<file path="src/sv/efd_pkg.sv">
`timescale 1ns / 1ps
// ---------------------------------------------------------------------------
// efd_pkg
// Types and constants shared by the escaped frame deframer modules.
// ---------------------------------------------------------------------------
package efd_pkg;

	localparam logic [7:0] ESC_BYTE   = 8'h1A;
	localparam logic [7:0] TYPE_SHORT = 8'h31;
	localparam logic [7:0] TYPE_LONG  = 8'h32;
	localparam logic [7:0] TYPE_EXT   = 8'h33;

	localparam logic [4:0] LEN_SHORT = 5'(2 + 7 + 2);
	localparam logic [4:0] LEN_LONG  = 5'(2 + 7 + 7);
	localparam logic [4:0] LEN_EXT   = 5'(2 + 7 + 14);
	localparam logic [4:0] LEN_NONE  = 5'd0;

	// Index of the first payload byte; bytes 0 and 1 are escape and type.
	localparam logic [4:0] FIRST_PAYLOAD = 5'd2;
	localparam logic [4:0] IDX_ESC       = 5'd0;
	localparam logic [4:0] IDX_TYPE      = 5'd1;

	localparam int QUEUE_AW    = 2;
	localparam int QUEUE_DEPTH = 1 << QUEUE_AW;

	typedef enum logic [1:0] {
		PM_HUNT,
		PM_TYPE,
		PM_DATA,
		PM_QUOTE
	} parse_mode_t;

	typedef enum logic [1:0] {
		BK_IDLE,
		BK_READ,
		BK_SHOW
	} back_state_t;

	// One command from the parser to the frame buffer: store a payload byte
	// at its index, and start the burst when this byte completes the frame.
	typedef struct packed {
		logic [7:0] data;
		logic [4:0] idx;
		logic [1:0] kind;
		logic       emit;
	} store_cmd_t;

	function automatic logic [4:0] frame_len(input logic [7:0] type_byte);
		logic [4:0] len;
		unique case (type_byte)
			TYPE_SHORT: len = LEN_SHORT;
			TYPE_LONG:  len = LEN_LONG;
			TYPE_EXT:   len = LEN_EXT;
			default:    len = LEN_NONE;
		endcase
		return len;
	endfunction

endpackage

</file>
<file path="src/sv/efd_queue.sv">
`timescale 1ns / 1ps
// ---------------------------------------------------------------------------
// efd_queue
// Small first-in first-out queue of store commands between parser and buffer.
// ---------------------------------------------------------------------------
module efd_queue import efd_pkg::*; (
	input  logic       clk,
	input  logic       arst_n,
	input  logic       push,
	input  store_cmd_t push_cmd,
	output logic       full,
	input  logic       pop,
	output logic       empty,
	output store_cmd_t head_cmd
);

	store_cmd_t                entry_q [QUEUE_DEPTH];
	logic [QUEUE_AW-1:0]       wr_ptr_q;
	logic [QUEUE_AW-1:0]       rd_ptr_q;
	logic [QUEUE_AW:0]         count_q;
	logic                      do_push;
	logic                      do_pop;

	assign full     = (count_q == (QUEUE_AW + 1)'(QUEUE_DEPTH));
	assign empty    = (count_q == '0);
	assign do_push  = push && !full;
	assign do_pop   = pop && !empty;
	assign head_cmd = entry_q[rd_ptr_q];

	always_ff @(posedge clk or negedge arst_n) begin
		if (!arst_n) begin
			wr_ptr_q <= '0;
			rd_ptr_q <= '0;
			count_q  <= '0;
		end else begin
			if (do_push) wr_ptr_q <= wr_ptr_q + 1'b1;
			if (do_pop)  rd_ptr_q <= rd_ptr_q + 1'b1;
			unique case ({do_push, do_pop})
				2'b10:   count_q <= count_q + 1'b1;
				2'b01:   count_q <= count_q - 1'b1;
				default: count_q <= count_q;
			endcase
		end
	end

	always_ff @(posedge clk) begin
		if (do_push) entry_q[wr_ptr_q] <= push_cmd;
	end

endmodule

</file>
<file path="src/sv/efd_front.sv">
`timescale 1ns / 1ps
// ---------------------------------------------------------------------------
// efd_front
// Byte parser: finds the escape and type bytes, removes escape doubling and
// issues store commands for payload bytes.
// ---------------------------------------------------------------------------
module efd_front import efd_pkg::*; (
	input  logic       clk,
	input  logic       arst_n,
	input  logic       in_valid,
	output logic       in_stall,
	input  logic [7:0] in_byte,
	input  logic       queue_full,
	output logic       push,
	output store_cmd_t push_cmd
);

	parse_mode_t mode_q, mode_d;
	logic [4:0]  count_q, count_d;
	logic [4:0]  expect_q, expect_d;
	logic [1:0]  kind_q, kind_d;
	logic        in_fire;
	logic        is_esc;
	logic [4:0]  type_len;
	logic [1:0]  type_kind;
	logic [4:0]  count_inc;

	assign in_stall  = queue_full;
	assign in_fire   = in_valid && !queue_full;
	assign is_esc    = (in_byte == ESC_BYTE);
	assign type_len  = frame_len(in_byte);
	assign type_kind = in_byte[1:0] - 2'd1;
	assign count_inc = count_q + 5'd1;

	// Next state and counters
	always_comb begin
		mode_d   = mode_q;
		count_d  = count_q;
		expect_d = expect_q;
		kind_d   = kind_q;
		if (in_fire) begin
			unique case (mode_q)
				PM_HUNT: begin
					if (is_esc) begin
						mode_d  = PM_TYPE;
						count_d = IDX_TYPE;
					end
				end
				PM_TYPE: begin
					if (type_len == LEN_NONE) begin
						mode_d = PM_HUNT;
					end else begin
						mode_d   = PM_DATA;
						count_d  = FIRST_PAYLOAD;
						expect_d = type_len;
						kind_d   = type_kind;
					end
				end
				PM_DATA: begin
					if (is_esc) begin
						mode_d = PM_QUOTE;
					end else begin
						count_d = count_inc;
						mode_d  = (count_inc == expect_q) ? PM_HUNT : PM_DATA;
					end
				end
				PM_QUOTE: begin
					if (is_esc) begin
						count_d = count_inc;
						mode_d  = (count_inc == expect_q) ? PM_HUNT : PM_DATA;
					end else if (type_len == LEN_NONE) begin
						// A lone escape followed by an unknown type byte drops the frame and hunts again.
						mode_d  = PM_HUNT;
						count_d = IDX_TYPE;
					end else begin
						mode_d   = PM_DATA;
						count_d  = FIRST_PAYLOAD;
						expect_d = type_len;
						kind_d   = type_kind;
					end
				end
				default: mode_d = PM_HUNT;
			endcase
		end
	end

	// Store commands
	always_comb begin
		push_cmd.data = in_byte;
		push_cmd.idx  = count_q;
		push_cmd.kind = kind_q;
		push_cmd.emit = (count_inc == expect_q);
		unique case (mode_q)
			PM_DATA:  push = in_fire && !is_esc;
			PM_QUOTE: push = in_fire && is_esc;
			default:  push = 1'b0;
		endcase
	end

	always_ff @(posedge clk or negedge arst_n) begin
		if (!arst_n) begin
			mode_q   <= PM_HUNT;
			count_q  <= '0;
			expect_q <= '0;
			kind_q   <= '0;
		end else begin
			mode_q   <= mode_d;
			count_q  <= count_d;
			expect_q <= expect_d;
			kind_q   <= kind_d;
		end
	end

endmodule

</file>
<file path="src/sv/efd_back.sv">
`timescale 1ns / 1ps
// ---------------------------------------------------------------------------
// efd_back
// Frame buffer: stores payload bytes and replays a completed frame as a
// burst of output transfers.
// ---------------------------------------------------------------------------
module efd_back import efd_pkg::*; #(
	parameter int MAX_FRAME_BYTES = 23
) (
	input  logic       clk,
	input  logic       arst_n,
	input  logic       queue_empty,
	input  store_cmd_t head_cmd,
	output logic       pop,
	output logic       out_valid,
	input  logic       out_stall,
	output logic [7:0] out_byte,
	output logic [4:0] byte_index,
	output logic [1:0] frame_kind,
	output logic       last
);

	localparam int MEM_AW = (MAX_FRAME_BYTES > 1) ? $clog2(MAX_FRAME_BYTES) : 1;

	logic [7:0]  frame_mem [MAX_FRAME_BYTES];
	back_state_t state_q, state_d;
	logic [4:0]  rd_idx_q;
	logic [4:0]  last_idx_q;
	logic [1:0]  kind_q;
	logic [7:0]  rd_data_q;
	logic        out_fire;
	logic        take_cmd;
	logic        wr_ok;

	assign out_fire = out_valid && !out_stall;
	assign take_cmd = pop && !queue_empty;
	assign wr_ok    = (int'(head_cmd.idx) < MAX_FRAME_BYTES);
	assign last     = (rd_idx_q == last_idx_q);

	// Next state
	always_comb begin
		state_d = state_q;
		unique case (state_q)
			BK_IDLE: if (!queue_empty && head_cmd.emit) state_d = BK_READ;
			BK_READ: state_d = BK_SHOW;
			BK_SHOW: begin
				if (!out_stall) state_d = last ? BK_IDLE : BK_READ;
			end
			default: state_d = BK_IDLE;
		endcase
	end

	// Outputs
	always_comb begin
		pop       = (state_q == BK_IDLE);
		out_valid = (state_q == BK_SHOW);
	end

	always_ff @(posedge clk or negedge arst_n) begin
		if (!arst_n) begin
			state_q    <= BK_IDLE;
			rd_idx_q   <= '0;
			last_idx_q <= '0;
			kind_q     <= '0;
		end else begin
			state_q <= state_d;
			if (take_cmd && head_cmd.emit) begin
				rd_idx_q   <= IDX_ESC;
				last_idx_q <= head_cmd.idx;
				kind_q     <= head_cmd.kind;
			end else if (out_fire) begin
				rd_idx_q <= rd_idx_q + 5'd1;
			end
		end
	end

	always_ff @(posedge clk) begin
		if (take_cmd && wr_ok) frame_mem[MEM_AW'(head_cmd.idx)] <= head_cmd.data;
		if (state_q == BK_READ) rd_data_q <= frame_mem[MEM_AW'(rd_idx_q)];
	end

	// The escape and type bytes are not stored; the escape byte is a constant and the type byte follows from the kind.
	always_comb begin
		byte_index = rd_idx_q;
		frame_kind = kind_q;
		priority if (rd_idx_q == IDX_ESC)  out_byte = ESC_BYTE;
		else if (rd_idx_q == IDX_TYPE)     out_byte = TYPE_SHORT + {6'd0, kind_q};
		else                               out_byte = rd_data_q;
	end

endmodule

</file>
<file path="src/sv/escaped_frame_deframer.sv">
`timescale 1ns / 1ps
// ---------------------------------------------------------------------------
// escaped_frame_deframer
// Deframes an escaped byte stream into frames of 11, 16 or 23 bytes.
// The first byte of a frame is offered once its final store command has left
// the queue and the buffer has moved from its idle state through its read state.
// Throughput: one input byte per cycle while the 4-entry command queue has
// room; each output byte is fetched in the read state and held until taken.
// Reset clears the parser, queue and buffer control; the frame store holds
// no reset value and needs no clearing pass.
// ---------------------------------------------------------------------------
module escaped_frame_deframer import efd_pkg::*; #(
	parameter int MAX_FRAME_BYTES = 23
) (
	input  logic       clk,
	input  logic       arst_n,
	input  logic       in_valid,
	output logic       in_stall,
	input  logic [7:0] in_byte,
	output logic       out_valid,
	input  logic       out_stall,
	output logic [7:0] out_byte,
	output logic [4:0] byte_index,
	output logic [1:0] frame_kind,
	output logic       last
);

	store_cmd_t push_cmd;
	store_cmd_t head_cmd;
	logic       push;
	logic       pop;
	logic       queue_full;
	logic       queue_empty;

	efd_front u_front (
		.clk        (clk),
		.arst_n     (arst_n),
		.in_valid   (in_valid),
		.in_stall   (in_stall),
		.in_byte    (in_byte),
		.queue_full (queue_full),
		.push       (push),
		.push_cmd   (push_cmd)
	);

	efd_queue u_queue (
		.clk      (clk),
		.arst_n   (arst_n),
		.push     (push),
		.push_cmd (push_cmd),
		.full     (queue_full),
		.pop      (pop),
		.empty    (queue_empty),
		.head_cmd (head_cmd)
	);

	efd_back #(
		.MAX_FRAME_BYTES (MAX_FRAME_BYTES)
	) u_back (
		.clk         (clk),
		.arst_n      (arst_n),
		.queue_empty (queue_empty),
		.head_cmd    (head_cmd),
		.pop         (pop),
		.out_valid   (out_valid),
		.out_stall   (out_stall),
		.out_byte    (out_byte),
		.byte_index  (byte_index),
		.frame_kind  (frame_kind),
		.last        (last)
	);

endmodule
</file>
<file path="config.mk">
export PLATFORM = sky130hd
export DESIGN_NAME = escaped_frame_deframer
export DESIGN_NICKNAME = d
export VERILOG_FILES = /design/src/sv/efd_pkg.sv /design/src/sv/efd_queue.sv /design/src/sv/efd_front.sv /design/src/sv/efd_back.sv /design/src/sv/escaped_frame_deframer.sv
export SDC_FILE = /design/constraint.sdc
export NUM_CORES = 1
export LEC_CHECK = 0
export BUFFER_PORTS_ARGS = -buffer_cell sky130_fd_sc_hd__buf_2
export CELL_PAD_IN_SITES_DETAIL_PLACEMENT = 0
export CELL_PAD_IN_SITES_GLOBAL_PLACEMENT = 1
export CORE_MARGIN = 4
export CORE_UTILIZATION = 58
export CTS_BUF_LIST = sky130_fd_sc_hd__clkbuf_16
export DETAILED_ROUTE_END_ITERATION = 10
export GPL_TIMING_DRIVEN = 0
export HOLD_SLACK_MARGIN = 0.15
export PLACE_DENSITY = 0.82
export SYNTH_ARGS = -nofsm -noshare
export SYNTH_HDL_FRONTEND = slang
export SYNTH_HIERARCHICAL = 1
export SYNTH_SLANG_ARGS = --single-unit
</file>
<file path="constraint.sdc">
create_clock -name clk -period 4.9 [get_ports clk]
set_input_delay 0.98 -clock clk [delete_from_list [all_inputs] [get_ports clk]]
set_output_delay 0.98 -clock clk [all_outputs]
set_load 0.05 [all_outputs]
</file>
==> summary.md, run 1 <==
| Metric | Value |
|---|---|
| Outcome | `finished clean` |
| Routed len/inst | `around 23 µm` |
| CTS tree | `built` |
| Worst-margin pin slew | `~0.95 ns` |
| Drc violations | `0` |
| Setup violations, final | `0` |
| Mapped cell area | `12300 µm²` |
| ANT cells | `0` |
| Setup tns final | `0 ns` |
| Unrepaired setup endpoints after global routing | `no` |
| Clk sinks | `290` |
| Crit start category | `flip-flop` |
| Initial antenna violation count | `1` |
| Cts bufs inserted | `29` |
| CTS H-Tree Depth | `1` |
| Placed Area | `about 13000 µm²` |
| Commonest non-fill, non-tap cell in the layout | `edfxtp_1` |
| Tot GR Track Use | `0.211` |
| First-pass GRT wire length | `37800 µm` |
| Crit path time final | `between 3 and 4 ns` |
| Fin nets | `about 800` |
| DPL Wire Length | `approximately 16000 µm` |
| CP required | `around 4 ns` |
| 1st-iter DRT viols | `slightly below 700` |
| CTS-repair resized insts | `0` |
| Worst-Skew Late Latency | `approximately 0.53 ns` |
| Worst min path class | `flip-flop to flip-flop` |
| Power per cell area | `590 nW/µm²` |
| Post-synth EDFFs | `~260` |
| Average cell area after synthesis | `~17 µm²` |
| Setup Skew | `0.0115 ns` |
| Row Count | `52` |
| Number of port buffers | `29` |
| # Post-CTS Setup Buffers | `0` |
| Pre-CTS WS | `just over 0.9 ns` |
| Post-synth top flop | `edfxtp_1` |
| Most frequent cells in the layout | `256 x edfxtp_1, 42 x nor2_1, 41 x mux2i_1` |
| Die Width | `154 µm` |
| Critical Path End Type | `primary output` |
| Hold Vio Cnt, Final | `0` |
| Total core area | `slightly above 20000 µm²` |
| CP Max Fanout | `11` |
| Reg clk slew, reported paths | `0.06 ns` |
| Fmax | `~0.26 GHz` |
| Area grow syn2layout | `10.7%` |
| Setup ws final | `between 1 and 1.5 ns` |
| Max-cap violations | `0` |
| IO Pins | `30` |
| Largest net degree at the start of global routing | `35` |
| Slew Limit Fails | `0` |
| Synth Register Bits | `just under 300` |
| Asr flop ratio synth | `0.117` |
| Syn Inst Count | `a little over 700` |
| Vias | `6528` |
| Total wire length | `about 25000 µm` |
| Sequential-to-total area share from yosys stat | `0.695` |
| Gpl congestion | `between 0.8 and 0.9` |
| Vias per cell | `around 6.1` |
| GR Overflow Total | `0` |
| YS warnings | `6` |
| Count of cell types in the netlist | `between 60 and 70` |
| Worst vdd ir | `approximately 0.00036 V` |
| Starting Density | `0.598` |
| WP data arrival | `between 2 and 3 ns` |
| Inst Count DP | `between 1000 and 1500` |
| Slew HR | `0.364` |
| Die ar. | `between 20000 and 25000 µm²` |
| Share of post-route cells with drive strength above 1 | `0.199` |
| Vias in the first global route | `between 6000 and 7000` |
| Non-Filler Instances | `between 1000 and 1500` |
| Drt pass-1 iters | `6` |
| Leak Pwr | `~4.7 nW` |
| Setup slack, reg-to-reg | `1.67 ns` |
| Antenna Nets Post-Route | `0` |
| Finished Cell Area | `about 14000 µm²` |
| Clk buf depth | `3` |
| Synth Net Count | `739` |
| Clock root buffer | `clkbuf_16` |
| Hold-fix buffers, CTS | `0` |
| Setup CP Type | `flip-flop to primary output` |
| Die Y | `between 150 and 200 µm` |
| Crit share post-route | `0.790` |
layout make-up:
type	instances	area [µm²]
buffer	42	354
clock buffer	29	726
clock inverter	24	101
fill	1415	6960
inverter	16	60.1
multi-input combinational	364	3330
sequential	290	8540
tap	270	338
timing repair buffer	29	145
synthesized netlist by cell type (9+ instances only):
cell type,count,share of area
buf_4,12,0.0073
nand2b_1,12,0.0061
nor2_1,42,0.013
mux2_2,9,0.0082
clkbuf_1,9,0.0027
edfxtp_1,256,0.63
dfrtp_1,34,0.069
mux4_1,10,0.021
ha_1,14,0.014
o32ai_1,9,0.0064
mux2i_1,41,0.033
mux4_2,30,0.055
nand2_1,20,0.0061
buf_2,9,0.0037
xor2_1,9,0.0064
xnor2_1,10,0.0071
o22ai_1,19,0.0097
inv_1,14,0.0043
nor2b_1,14,0.0071
nand3_1,11,0.0045
o21ai_0,19,0.0077
metrics by stage:
stage,total power [mW],hold WS (ns),utilization
after floorplan,5.39,0.466,-
after global placement,6.07,0.489,0.621
after detailed placement,6.19,0.503,0.621
after CTS,8.10,0.520,0.661
after global routing,8.44,0.548,0.661
final,8.02,0.516,0.661
cells by family after synthesis:
| group | after synthesis | synth area share |
|---|---|---|
| compound gates | 99 | 0.0600 |
| xor+xnor | 19 | 0.0135 |
| fa+ha+maj | 17 | 0.0175 |
| buf+inv | 58 | 0.0337 |
| flops | 290 | 0.695 |
| mux | 92 | 0.120 |
| simple gates | 137 | 0.0605 |
critical path: stages (launching register included):
cell and delay [ns]:
dfrtp_1 0.41, buf_4 0.27, buf_6 0.20, clkinv_1 0.28, ha_1 0.38, o21ai_0 0.34, nand2_1 0.11, o31ai_1 0.07
buf_2 0.30
path summary, 6_finish.rpt:
check / from / to / cells after the start
min in group asynchronous: arst_n / u_queue/count_q[1] / 1
setup reg to reg: u_queue/rd_ptr_q[1] / u_back/frame_mem[19][7] / 7
max in group asynchronous: arst_n / u_back/byte_index[0] / 1
hold reg to reg: u_front/expect_q[4] / u_front/expect_q[4] / 2
setup / recovery: u_back/byte_index[1] / out_byte[0] / 8
hold / removal: u_front/expect_q[4] / u_front/expect_q[4] / 2
flip-flops by register name, indices dropped and copies added, names as in the netlist, 3 cells and up:
register           cells
u_back/frame_mem     184
u_queue/entry_q       64
u_back/rd_data_q       8
u_back/byte_index      5
u_back/last_idx_q      5
u_front/count_q        5
u_front/expect_q       4
u_queue/count_q        3
power by group:
part	switching [mW]	internal, mW
Combinational	1.60	0.885
Sequential	0.185	3.44
Clock	0.842	1.06
Total	2.63	5.39
routing by layer:
metal  up-vias  global-route usage  wire, µm
met2       230               0.341     11900
met1      3331               0.305     10500
met4         2              0.0551       525
li1       2928                   -         -
met3        37              0.0343      1650
met5         -                   0         9
Note: power is estimated with default switching activity, not from simulation.
==> inputs of run 2 (changes only) <==
--- a/config.mk
+++ b/config.mk
@@ -9,12 +9,12 @@
 export CELL_PAD_IN_SITES_DETAIL_PLACEMENT = 0
 export CELL_PAD_IN_SITES_GLOBAL_PLACEMENT = 1
 export CORE_MARGIN = 4
-export CORE_UTILIZATION = 58
+export CORE_UTILIZATION = 54
 export CTS_BUF_LIST = sky130_fd_sc_hd__clkbuf_16
 export DETAILED_ROUTE_END_ITERATION = 10
 export GPL_TIMING_DRIVEN = 0
 export HOLD_SLACK_MARGIN = 0.15
-export PLACE_DENSITY = 0.82
+export PLACE_DENSITY = 0.77
 export SYNTH_ARGS = -nofsm -noshare
 export SYNTH_HDL_FRONTEND = slang
 export SYNTH_HIERARCHICAL = 1
==> constraint.sdc (replaced) <==
create_clock -name clk -period 4 [get_ports clk]
set_input_delay 0.8 -clock clk [delete_from_list [all_inputs] [get_ports clk]]
set_output_delay 0.8 -clock clk [all_outputs]
set_load 0.05 [all_outputs]
==> run 2 against run 1 <==
Against the previous run:
- hold slack lost 0.15 ns
- clock-buffer cell count stayed put
- clock power rose by 64%
- register-to-register slack lost 0.95 ns
- via count decreased by 1.1%
- global-route usage is 1.0 points lower
- worst setup slack worse by 0.73 ns
==> summary.md, run 2 (synthesized netlist as in run 1, its figures left out) <==
| Metric | Value |
|---|---|
| Hold-fix buffers, CTS | `0 (unchanged)` |
| Drc violations | `0 (unchanged)` |
| Commonest non-fill, non-tap cell in the layout | `edfxtp_1 (unchanged)` |
| Area grow syn2layout | `13.2% (was 10.7%)` |
| Slowest CP cell | `dfrtp_1 (unchanged)` |
| Worst R2R Path Depth | `7 (unchanged)` |
| WP data arrival | `2.90 ns (was 2.89 ns)` |
| Max reg flops | `184 (unchanged)` |
| First-pass GRT wire length | `39200 µm (was 37800 µm)` |
| Register share of total power | `0.417 (was 0.452)` |
| Gpl congestion | `0.871 (was 0.844)` |
| CTS tree | `built (unchanged)` |
| Antenna Nets Post-Route | `0 (unchanged)` |
| Die Width | `159 µm (was 154 µm)` |
| Worst min path class | `input pin to asynchronous set/reset pin (was flip-flop to flip-flop)` |
| Biggest register | `u_back/frame_mem (unchanged)` |
| Largest net degree at the start of global routing | `35 (unchanged)` |
| Worst-Skew Late Latency | `0.54 ns (was 0.53 ns)` |
| Clk buf depth | `3 (unchanged)` |
| CP Max Fanout | `11 (unchanged)` |
| Placed Area | `12800 µm² (about the same)` |
| Number of port buffers | `29 (unchanged)` |
| Power per cell area | `765 nW/µm² (was 590 nW/µm²)` |
| Setup violations, final | `0 (unchanged)` |
| Setup CP Type | `flip-flop to primary output (unchanged)` |
| Comb pwr share | `0.288 (was 0.310)` |
| CTS H-Tree Depth | `1 (unchanged)` |
| ANT cells | `0 (unchanged)` |
| Vias | `6455 (was 6528)` |
| Setup Skew | `0.0156 ns (was 0.0115 ns)` |
| # Post-CTS Setup Buffers | `0 (unchanged)` |
| Unrepaired setup endpoints after global routing | `no (unchanged)` |
| Fmax | `0.271 GHz` |
| Share of post-route cells with drive strength above 1 | `0.215 (was 0.199)` |
| Tot GR Track Use | `0.200 (was 0.211)` |
| Reg clk slew, reported paths | `0.06 ns (about the same)` |
| Crit path time final | `3.70 ns` |
| Vias per cell | `6.01 (was 6.14)` |
| Leak Pwr | `4.83 nW (was 4.73 nW)` |
| Critical Path End Type | `primary output (unchanged)` |
| Worst-margin pin slew | `0.981 ns (was 0.952 ns)` |
| Starting Density | `0.556 (was 0.598)` |
| Cts bufs inserted | `29 (unchanged)` |
| Finished Cell Area | `13900 µm² (was 13600 µm²)` |
| Largest regs | `u_back/frame_mem x184, u_queue/entry_q x64, u_back/rd_data_q x8 (unchanged)` |
| CP max stage delay | `0.42 ns (was 0.41 ns)` |
| Slew Limit Fails | `0 (unchanged)` |
| Routed len/inst | `23.4 µm (was 23.1 µm)` |
| Final core utilization | `0.630 (was 0.661)` |
| Setup slack, reg-to-reg | `0.72 ns (was 1.67 ns)` |
| Slew HR | `0.346 (was 0.364)` |
| CTS-repair resized insts | `0 (unchanged)` |
| CP required | `3.20 ns (was 3.92 ns)` |
| Die Y | `159 µm (was 154 µm)` |
| Die ar. | `25200 µm² (was 23600 µm²)` |
| Psw | `3.32 mW (was 2.63 mW)` |
| Most frequent cells in the layout | `256 x edfxtp_1, 42 x nor2_1, 41 x mux2i_1 (unchanged)` |
| IO Pins | `30 (unchanged)` |
| Row Count | `54 (was 52)` |
| Total wire length | `25200 µm (was 24600 µm)` |
| Setup tns final | `0 ns (unchanged)` |
| Reg2reg start | `u_queue/rd_ptr_q[1] (unchanged)` |
| Outcome | `finished clean (unchanged)` |
| R2R Path End | `u_back/frame_mem[7][6] (was u_back/frame_mem[19][7])` |
| Hold Vio Cnt, Final | `0 (unchanged)` |
| Clk sinks | `290 (unchanged)` |
| 1st-iter DRT viols | `490 (was 676)` |
| Clock share of power | `0.295 (was 0.238)` |
| Total core area | `22100 µm² (was 20600 µm²)` |
| Drt pass-1 iters | `5 (was 6)` |
| Worst-path cell chain | `buf_4 -> buf_6 -> clkinv_1 -> ha_1 -> o21ai_0 -> nand2_1 -> o31ai_1 -> buf_2 (unchanged)` |
| DPL Wire Length | `16500 µm (was 16300 µm)` |
| Crit share post-route | `0.924` |
| Fin nets | `799 (unchanged)` |
| Switching share of total power | `0.312 (was 0.328)` |
| Crit start category | `flip-flop (unchanged)` |
| Worst vdd ir | `0.000428 V (was 0.000360 V)` |
| GR Overflow Total | `0 (unchanged)` |
| Clock root buffer | `clkbuf_16 (unchanged)` |
| Max-cap violations | `0 (unchanged)` |
| Int Power | `7.32 mW (was 5.39 mW)` |
| Initial antenna violation count | `0 (was 1)` |
| Vias in the first global route | `6737 (was 6469)` |
==> run 2: per-layer routing <==
layer | up-vias | track usage | wire length [µm]
met1 | 3251 | 0.278 | 10600
met3 | 51 | 0.0332 | 1560
li1 | 2918 | - | -
met2 | 235 | 0.331 | 12300
met5 | - | 0 | 0
met4 | 0 | 0.0619 | 675
==> run 2: how the worst max path moves through the flow <==
stage                         start                      to  slack [ns]  cells past startpoint
4_1_cts        u_back/byte_index[1]             out_byte[0]        0.23                      8
3_3_place_gp             in_byte[2]  u_queue/entry_q[2][12]        0.22                      8
6_report       u_back/byte_index[1]             out_byte[0]        0.30                      8
3_5_place_dp             in_byte[2]  u_queue/entry_q[3][14]        0.19                      8
5_1_grt        u_back/byte_index[1]             out_byte[0]       0.005                      8
2_1_floorplan  u_back/byte_index[0]             out_byte[0]        0.35                      7
==> run 2: layout make-up <==
cell class | count | area [µm²]
clock buffers | 29 | 726
multi-input cells | 364 | 3330
repair buffers | 29 | 145
clock inverters | 24 | 402
fillers | 1518 | 8180
inverters | 16 | 60.1
well taps | 280 | 350
flip-flops and latches | 290 | 8540
plain buffers | 42 | 354
==> run 2: through the flow <==
stage	hold WS (ns)	power, mW	cells	setup slack, ns
floorplan	0.466	6.60	712	0.352
global placement	0.492	7.46	1021	0.222
detailed placement	0.497	7.59	1021	0.191
CTS	0.384	10.7	1074	0.232
global route	0.426	11.1	1074	0.00532
finish	0.370	10.6	1074	0.305
==> run 2: worst max-delay path: cells and delay by family (launching register included) <==
family	cells	cell delay, ns
buf+inv	4	1.05
simple gates	1	0.10
flops	1	0.42
fa+ha+maj	1	0.37
compound gates	2	0.41
==> run 2: power groups by stage <==
stage | Combinational, mW | Sequential [mW] | Clock (mW)
2_1_floorplan | 2.14 | 4.46 | 0
3_3_place_gp | 3.00 | 4.46 | 0
3_5_place_dp | 3.10 | 4.50 | 0
4_1_cts | 3.10 | 4.44 | 3.19
5_1_grt | 3.33 | 4.48 | 3.33
6_report | 3.07 | 4.44 | 3.14
==> inputs of run 3 (changes only) <==
--- a/config.mk
+++ b/config.mk
@@ -5,16 +5,17 @@
 export SDC_FILE = /design/constraint.sdc
 export NUM_CORES = 1
 export LEC_CHECK = 0
-export BUFFER_PORTS_ARGS = -buffer_cell sky130_fd_sc_hd__buf_2
 export CELL_PAD_IN_SITES_DETAIL_PLACEMENT = 0
 export CELL_PAD_IN_SITES_GLOBAL_PLACEMENT = 1
 export CORE_MARGIN = 4
-export CORE_UTILIZATION = 54
+export CORE_UTILIZATION = 55
 export CTS_BUF_LIST = sky130_fd_sc_hd__clkbuf_16
 export DETAILED_ROUTE_END_ITERATION = 10
+export DONT_BUFFER_PORTS = 1
 export GPL_TIMING_DRIVEN = 0
 export HOLD_SLACK_MARGIN = 0.15
 export PLACE_DENSITY = 0.77
+export SETUP_SLACK_MARGIN = 0.1
 export SYNTH_ARGS = -nofsm -noshare
 export SYNTH_HDL_FRONTEND = slang
 export SYNTH_HIERARCHICAL = 1
==> run 3 against run 2 <==
Against the previous run:
- combinational power decreased by 4%
- first-iteration DRC count decreased by 6.1%
- clock power decreased by 16%
- power decreased by 5.1%
- critical endpoint is now out_byte[6]
- sequential cell count unchanged
==> summary.md, run 3 (synthesized netlist as in run 1, its figures left out) <==
| Metric | Value |
|---|---|
| First-pass GRT wire length | `38100 µm (was 39200 µm)` |
| Setup ws final | `0.225 ns (was 0.305 ns)` |
| HP Start | `in_byte[0]` |
| Hold endpoint | `u_front/kind_q[0]` |
| Largest net degree at the start of global routing | `35 (unchanged)` |
| Die ar. | `24800 µm² (was 25200 µm²)` |
| ANT cells | `0 (unchanged)` |
| Initial antenna violation count | `0 (unchanged)` |
| Critical Path End Type | `primary output (unchanged)` |
| Non-Filler Instances | `1050 (was 1074)` |
| Largest regs | `u_back/frame_mem x184, u_queue/entry_q x64, u_back/rd_data_q x8 (unchanged)` |
| Slew HR | `0.236 (was 0.346)` |
| Vias | `6328 (was 6455)` |
| Register share of total power | `0.445 (was 0.417)` |
| Final core utilization | `0.624 (was 0.630)` |
| Fmax | `0.265 GHz (was 0.271 GHz)` |
| Setup tns final | `0 ns (unchanged)` |
| Clock share of power | `0.262 (was 0.295)` |
| Reg2reg start | `u_queue/rd_ptr_q[1] (unchanged)` |
| Setup slack, reg-to-reg | `0.76 ns (was 0.72 ns)` |
| Die Y | `157 µm (was 159 µm)` |
| Clock root buffer | `clkbuf_16 (unchanged)` |
| Routed len/inst | `23.3 µm (was 23.4 µm)` |
| Switching share of total power | `0.321 (was 0.312)` |
| Reg clk slew, reported paths | `0.06 ns (about the same)` |
| 1st-iter DRT viols | `460 (was 490)` |
| Setup CP Type | `flip-flop to primary output (unchanged)` |
| Max-cap violations | `0 (unchanged)` |
| Crit share post-route | `0.944 (was 0.924)` |
| Clk sinks | `290 (unchanged)` |
| Outcome | `finished clean (unchanged)` |
| Worst-margin pin slew | `1.14 ns (was 0.981 ns)` |
| Worst vdd ir | `0.000386 V (was 0.000428 V)` |
| Unrepaired setup endpoints after global routing | `yes (was no)` |
| Area grow syn2layout | `11.2% (was 13.2%)` |
| Psw | `3.25 mW (was 3.32 mW)` |
| Share of post-route cells with drive strength above 1 | `0.186 (was 0.215)` |
| Crit path time final | `3.77 ns (was 3.70 ns)` |
| Die Width | `157 µm (was 159 µm)` |
| IO Pins | `30 (unchanged)` |
| Antenna Nets Post-Route | `0 (unchanged)` |
| Pre-CTS WS | `0.278 ns (was 0.191 ns)` |
| Int Power | `6.86 mW (was 7.32 mW)` |
| R2R Path End | `u_back/frame_mem[18][7] (was u_back/frame_mem[7][6])` |
| Inst Count DP | `992 (was 1021)` |
| Most frequent cells in the layout | `256 x edfxtp_1, 42 x nor2_1, 41 x mux2i_1 (unchanged)` |
| WP data arrival | `2.97 ns (was 2.90 ns)` |
| CP Max Fanout | `11 (unchanged)` |
| Vias per cell | `6.03 (was 6.01)` |
| CP required | `3.20 ns (about the same)` |
| Comb pwr share | `0.293 (was 0.288)` |
| Total core area | `21900 µm² (was 22100 µm²)` |
| Biggest register | `u_back/frame_mem (unchanged)` |
| Worst R2R Path Depth | `7 (unchanged)` |
| Clk buf depth | `3 (unchanged)` |
| Worst min path class | `input pin to flip-flop (was input pin to asynchronous set/reset pin)` |
| Max reg flops | `184 (unchanged)` |
| Cts bufs inserted | `30 (was 29)` |
| Setup violations, final | `0 (unchanged)` |
| Drt pass-1 iters | `5 (unchanged)` |
| Tot GR Track Use | `0.205 (was 0.200)` |
| Vias in the first global route | `6554 (was 6737)` |
| Gpl congestion | `0.849 (was 0.871)` |
| Row Count | `54 (unchanged)` |
| Setup Skew | `0.00897 ns (was 0.0156 ns)` |
| Commonest non-fill, non-tap cell in the layout | `edfxtp_1 (unchanged)` |
| Power per cell area | `739 nW/µm² (was 765 nW/µm²)` |
| Leak Pwr | `4.68 nW (was 4.83 nW)` |
| Worst-Skew Late Latency | `0.53 ns (was 0.54 ns)` |
| Fin nets | `773 (was 799)` |
| Hold Vio Cnt, Final | `0 (unchanged)` |
| CTS H-Tree Depth | `1 (unchanged)` |
| Hold path cells | `1` |
| Crit start category | `flip-flop (unchanged)` |
| CTS tree | `built (unchanged)` |
| Number of port buffers | `0 (was 29)` |
| Total wire length | `24500 µm (was 25200 µm)` |
| # Post-CTS Setup Buffers | `0 (unchanged)` |
| Starting Density | `0.561 (was 0.556)` |
| Slew Limit Fails | `0 (unchanged)` |
| Drc violations | `0 (unchanged)` |
| GR Overflow Total | `0 (unchanged)` |
| DPL Wire Length | `16100 µm (was 16500 µm)` |
==> run 3: changes by cell type in the layout (fill, tap and decap cells not counted), moves of 2 or more <==
cell and change:
and2_1 -2, and2_2 +2, buf_2 -29, bufinv_16 -8
clkbuf_16 +2, clkinv_1 +2, dfrtp_1 -2, dfrtp_2 +2
inv_1 +9
==> run 3: worst max-delay path by stage <==
stage	start	to	slack (ns)	depth (start not counted)
after floorplan	u_back/byte_index[0]	out_byte[0]	0.35	7
after global placement	u_back/byte_index[1]	out_byte[0]	0.03	5
after detailed placement	u_back/byte_index[1]	out_byte[2]	0.28	7
after CTS	u_back/byte_index[1]	out_byte[4]	0.09	6
after global routing	u_back/byte_index[1]	out_byte[7]	0.07	6
final	u_back/byte_index[1]	out_byte[6]	0.23	6
==> run 3: metrics by stage <==
step | hold WS, ns | cell area [µm²] | power, mW
after detailed placement | 0.497 | 12600 | 7.52
after global placement | 0.492 | 12600 | 7.39
after CTS | 0.360 | 13700 | 10.2
after global routing | 0.350 | 13700 | 10.6
final | 0.377 | 13700 | 10.1
after floorplan | 0.466 | 12300 | 6.60
==> run 3: worst max-delay path, cell delays in order (launching register included) <==
cell      delay (ns)
dfrtp_2         0.55
buf_4           0.30
buf_6           0.19
clkinv_1        0.30
ha_1            0.42
o21ai_1         0.31
and2_2          0.37
==> run 3: area by class of cell <==
class | instances | area (µm²)
clock buffer | 31 | 776
sequential | 290 | 8540
buffer | 42 | 354
timing repair buffer | 2 | 30.0
multi-input combinational | 364 | 3360
fill | 1569 | 8230
clock inverter | 25 | 190
tap | 280 | 350
inverter | 16 | 60.1
==> run 3: repair_timing <==
action	CTS	global route
endpoints found under the setup margin	7	5
gates resized for setup	7	2
hold buffers	2	0
hold endpoints to repair	34	0
==> run 3: per-layer routing <==
metal  share of wire  global-route usage  vias to the layer above  wire [µm]
met1            0.41               0.274                     3235       9990
met4           0.021              0.0561                        0        509
met2            0.50               0.347                      197      12300
met5               0                   0                        -          0
met3           0.070              0.0410                       35       1720
li1                -                   -                     2861          -
==> run 3: power groups by stage <==
stage	registers (mW)	logic (mW)	clock network, mW
2_1_floorplan	4.46	2.14	0
3_3_place_gp	4.52	2.87	0
3_5_place_dp	4.56	2.96	0
4_1_cts	4.50	3.00	2.70
5_1_grt	4.54	3.23	2.85
6_report	4.50	2.96	2.65
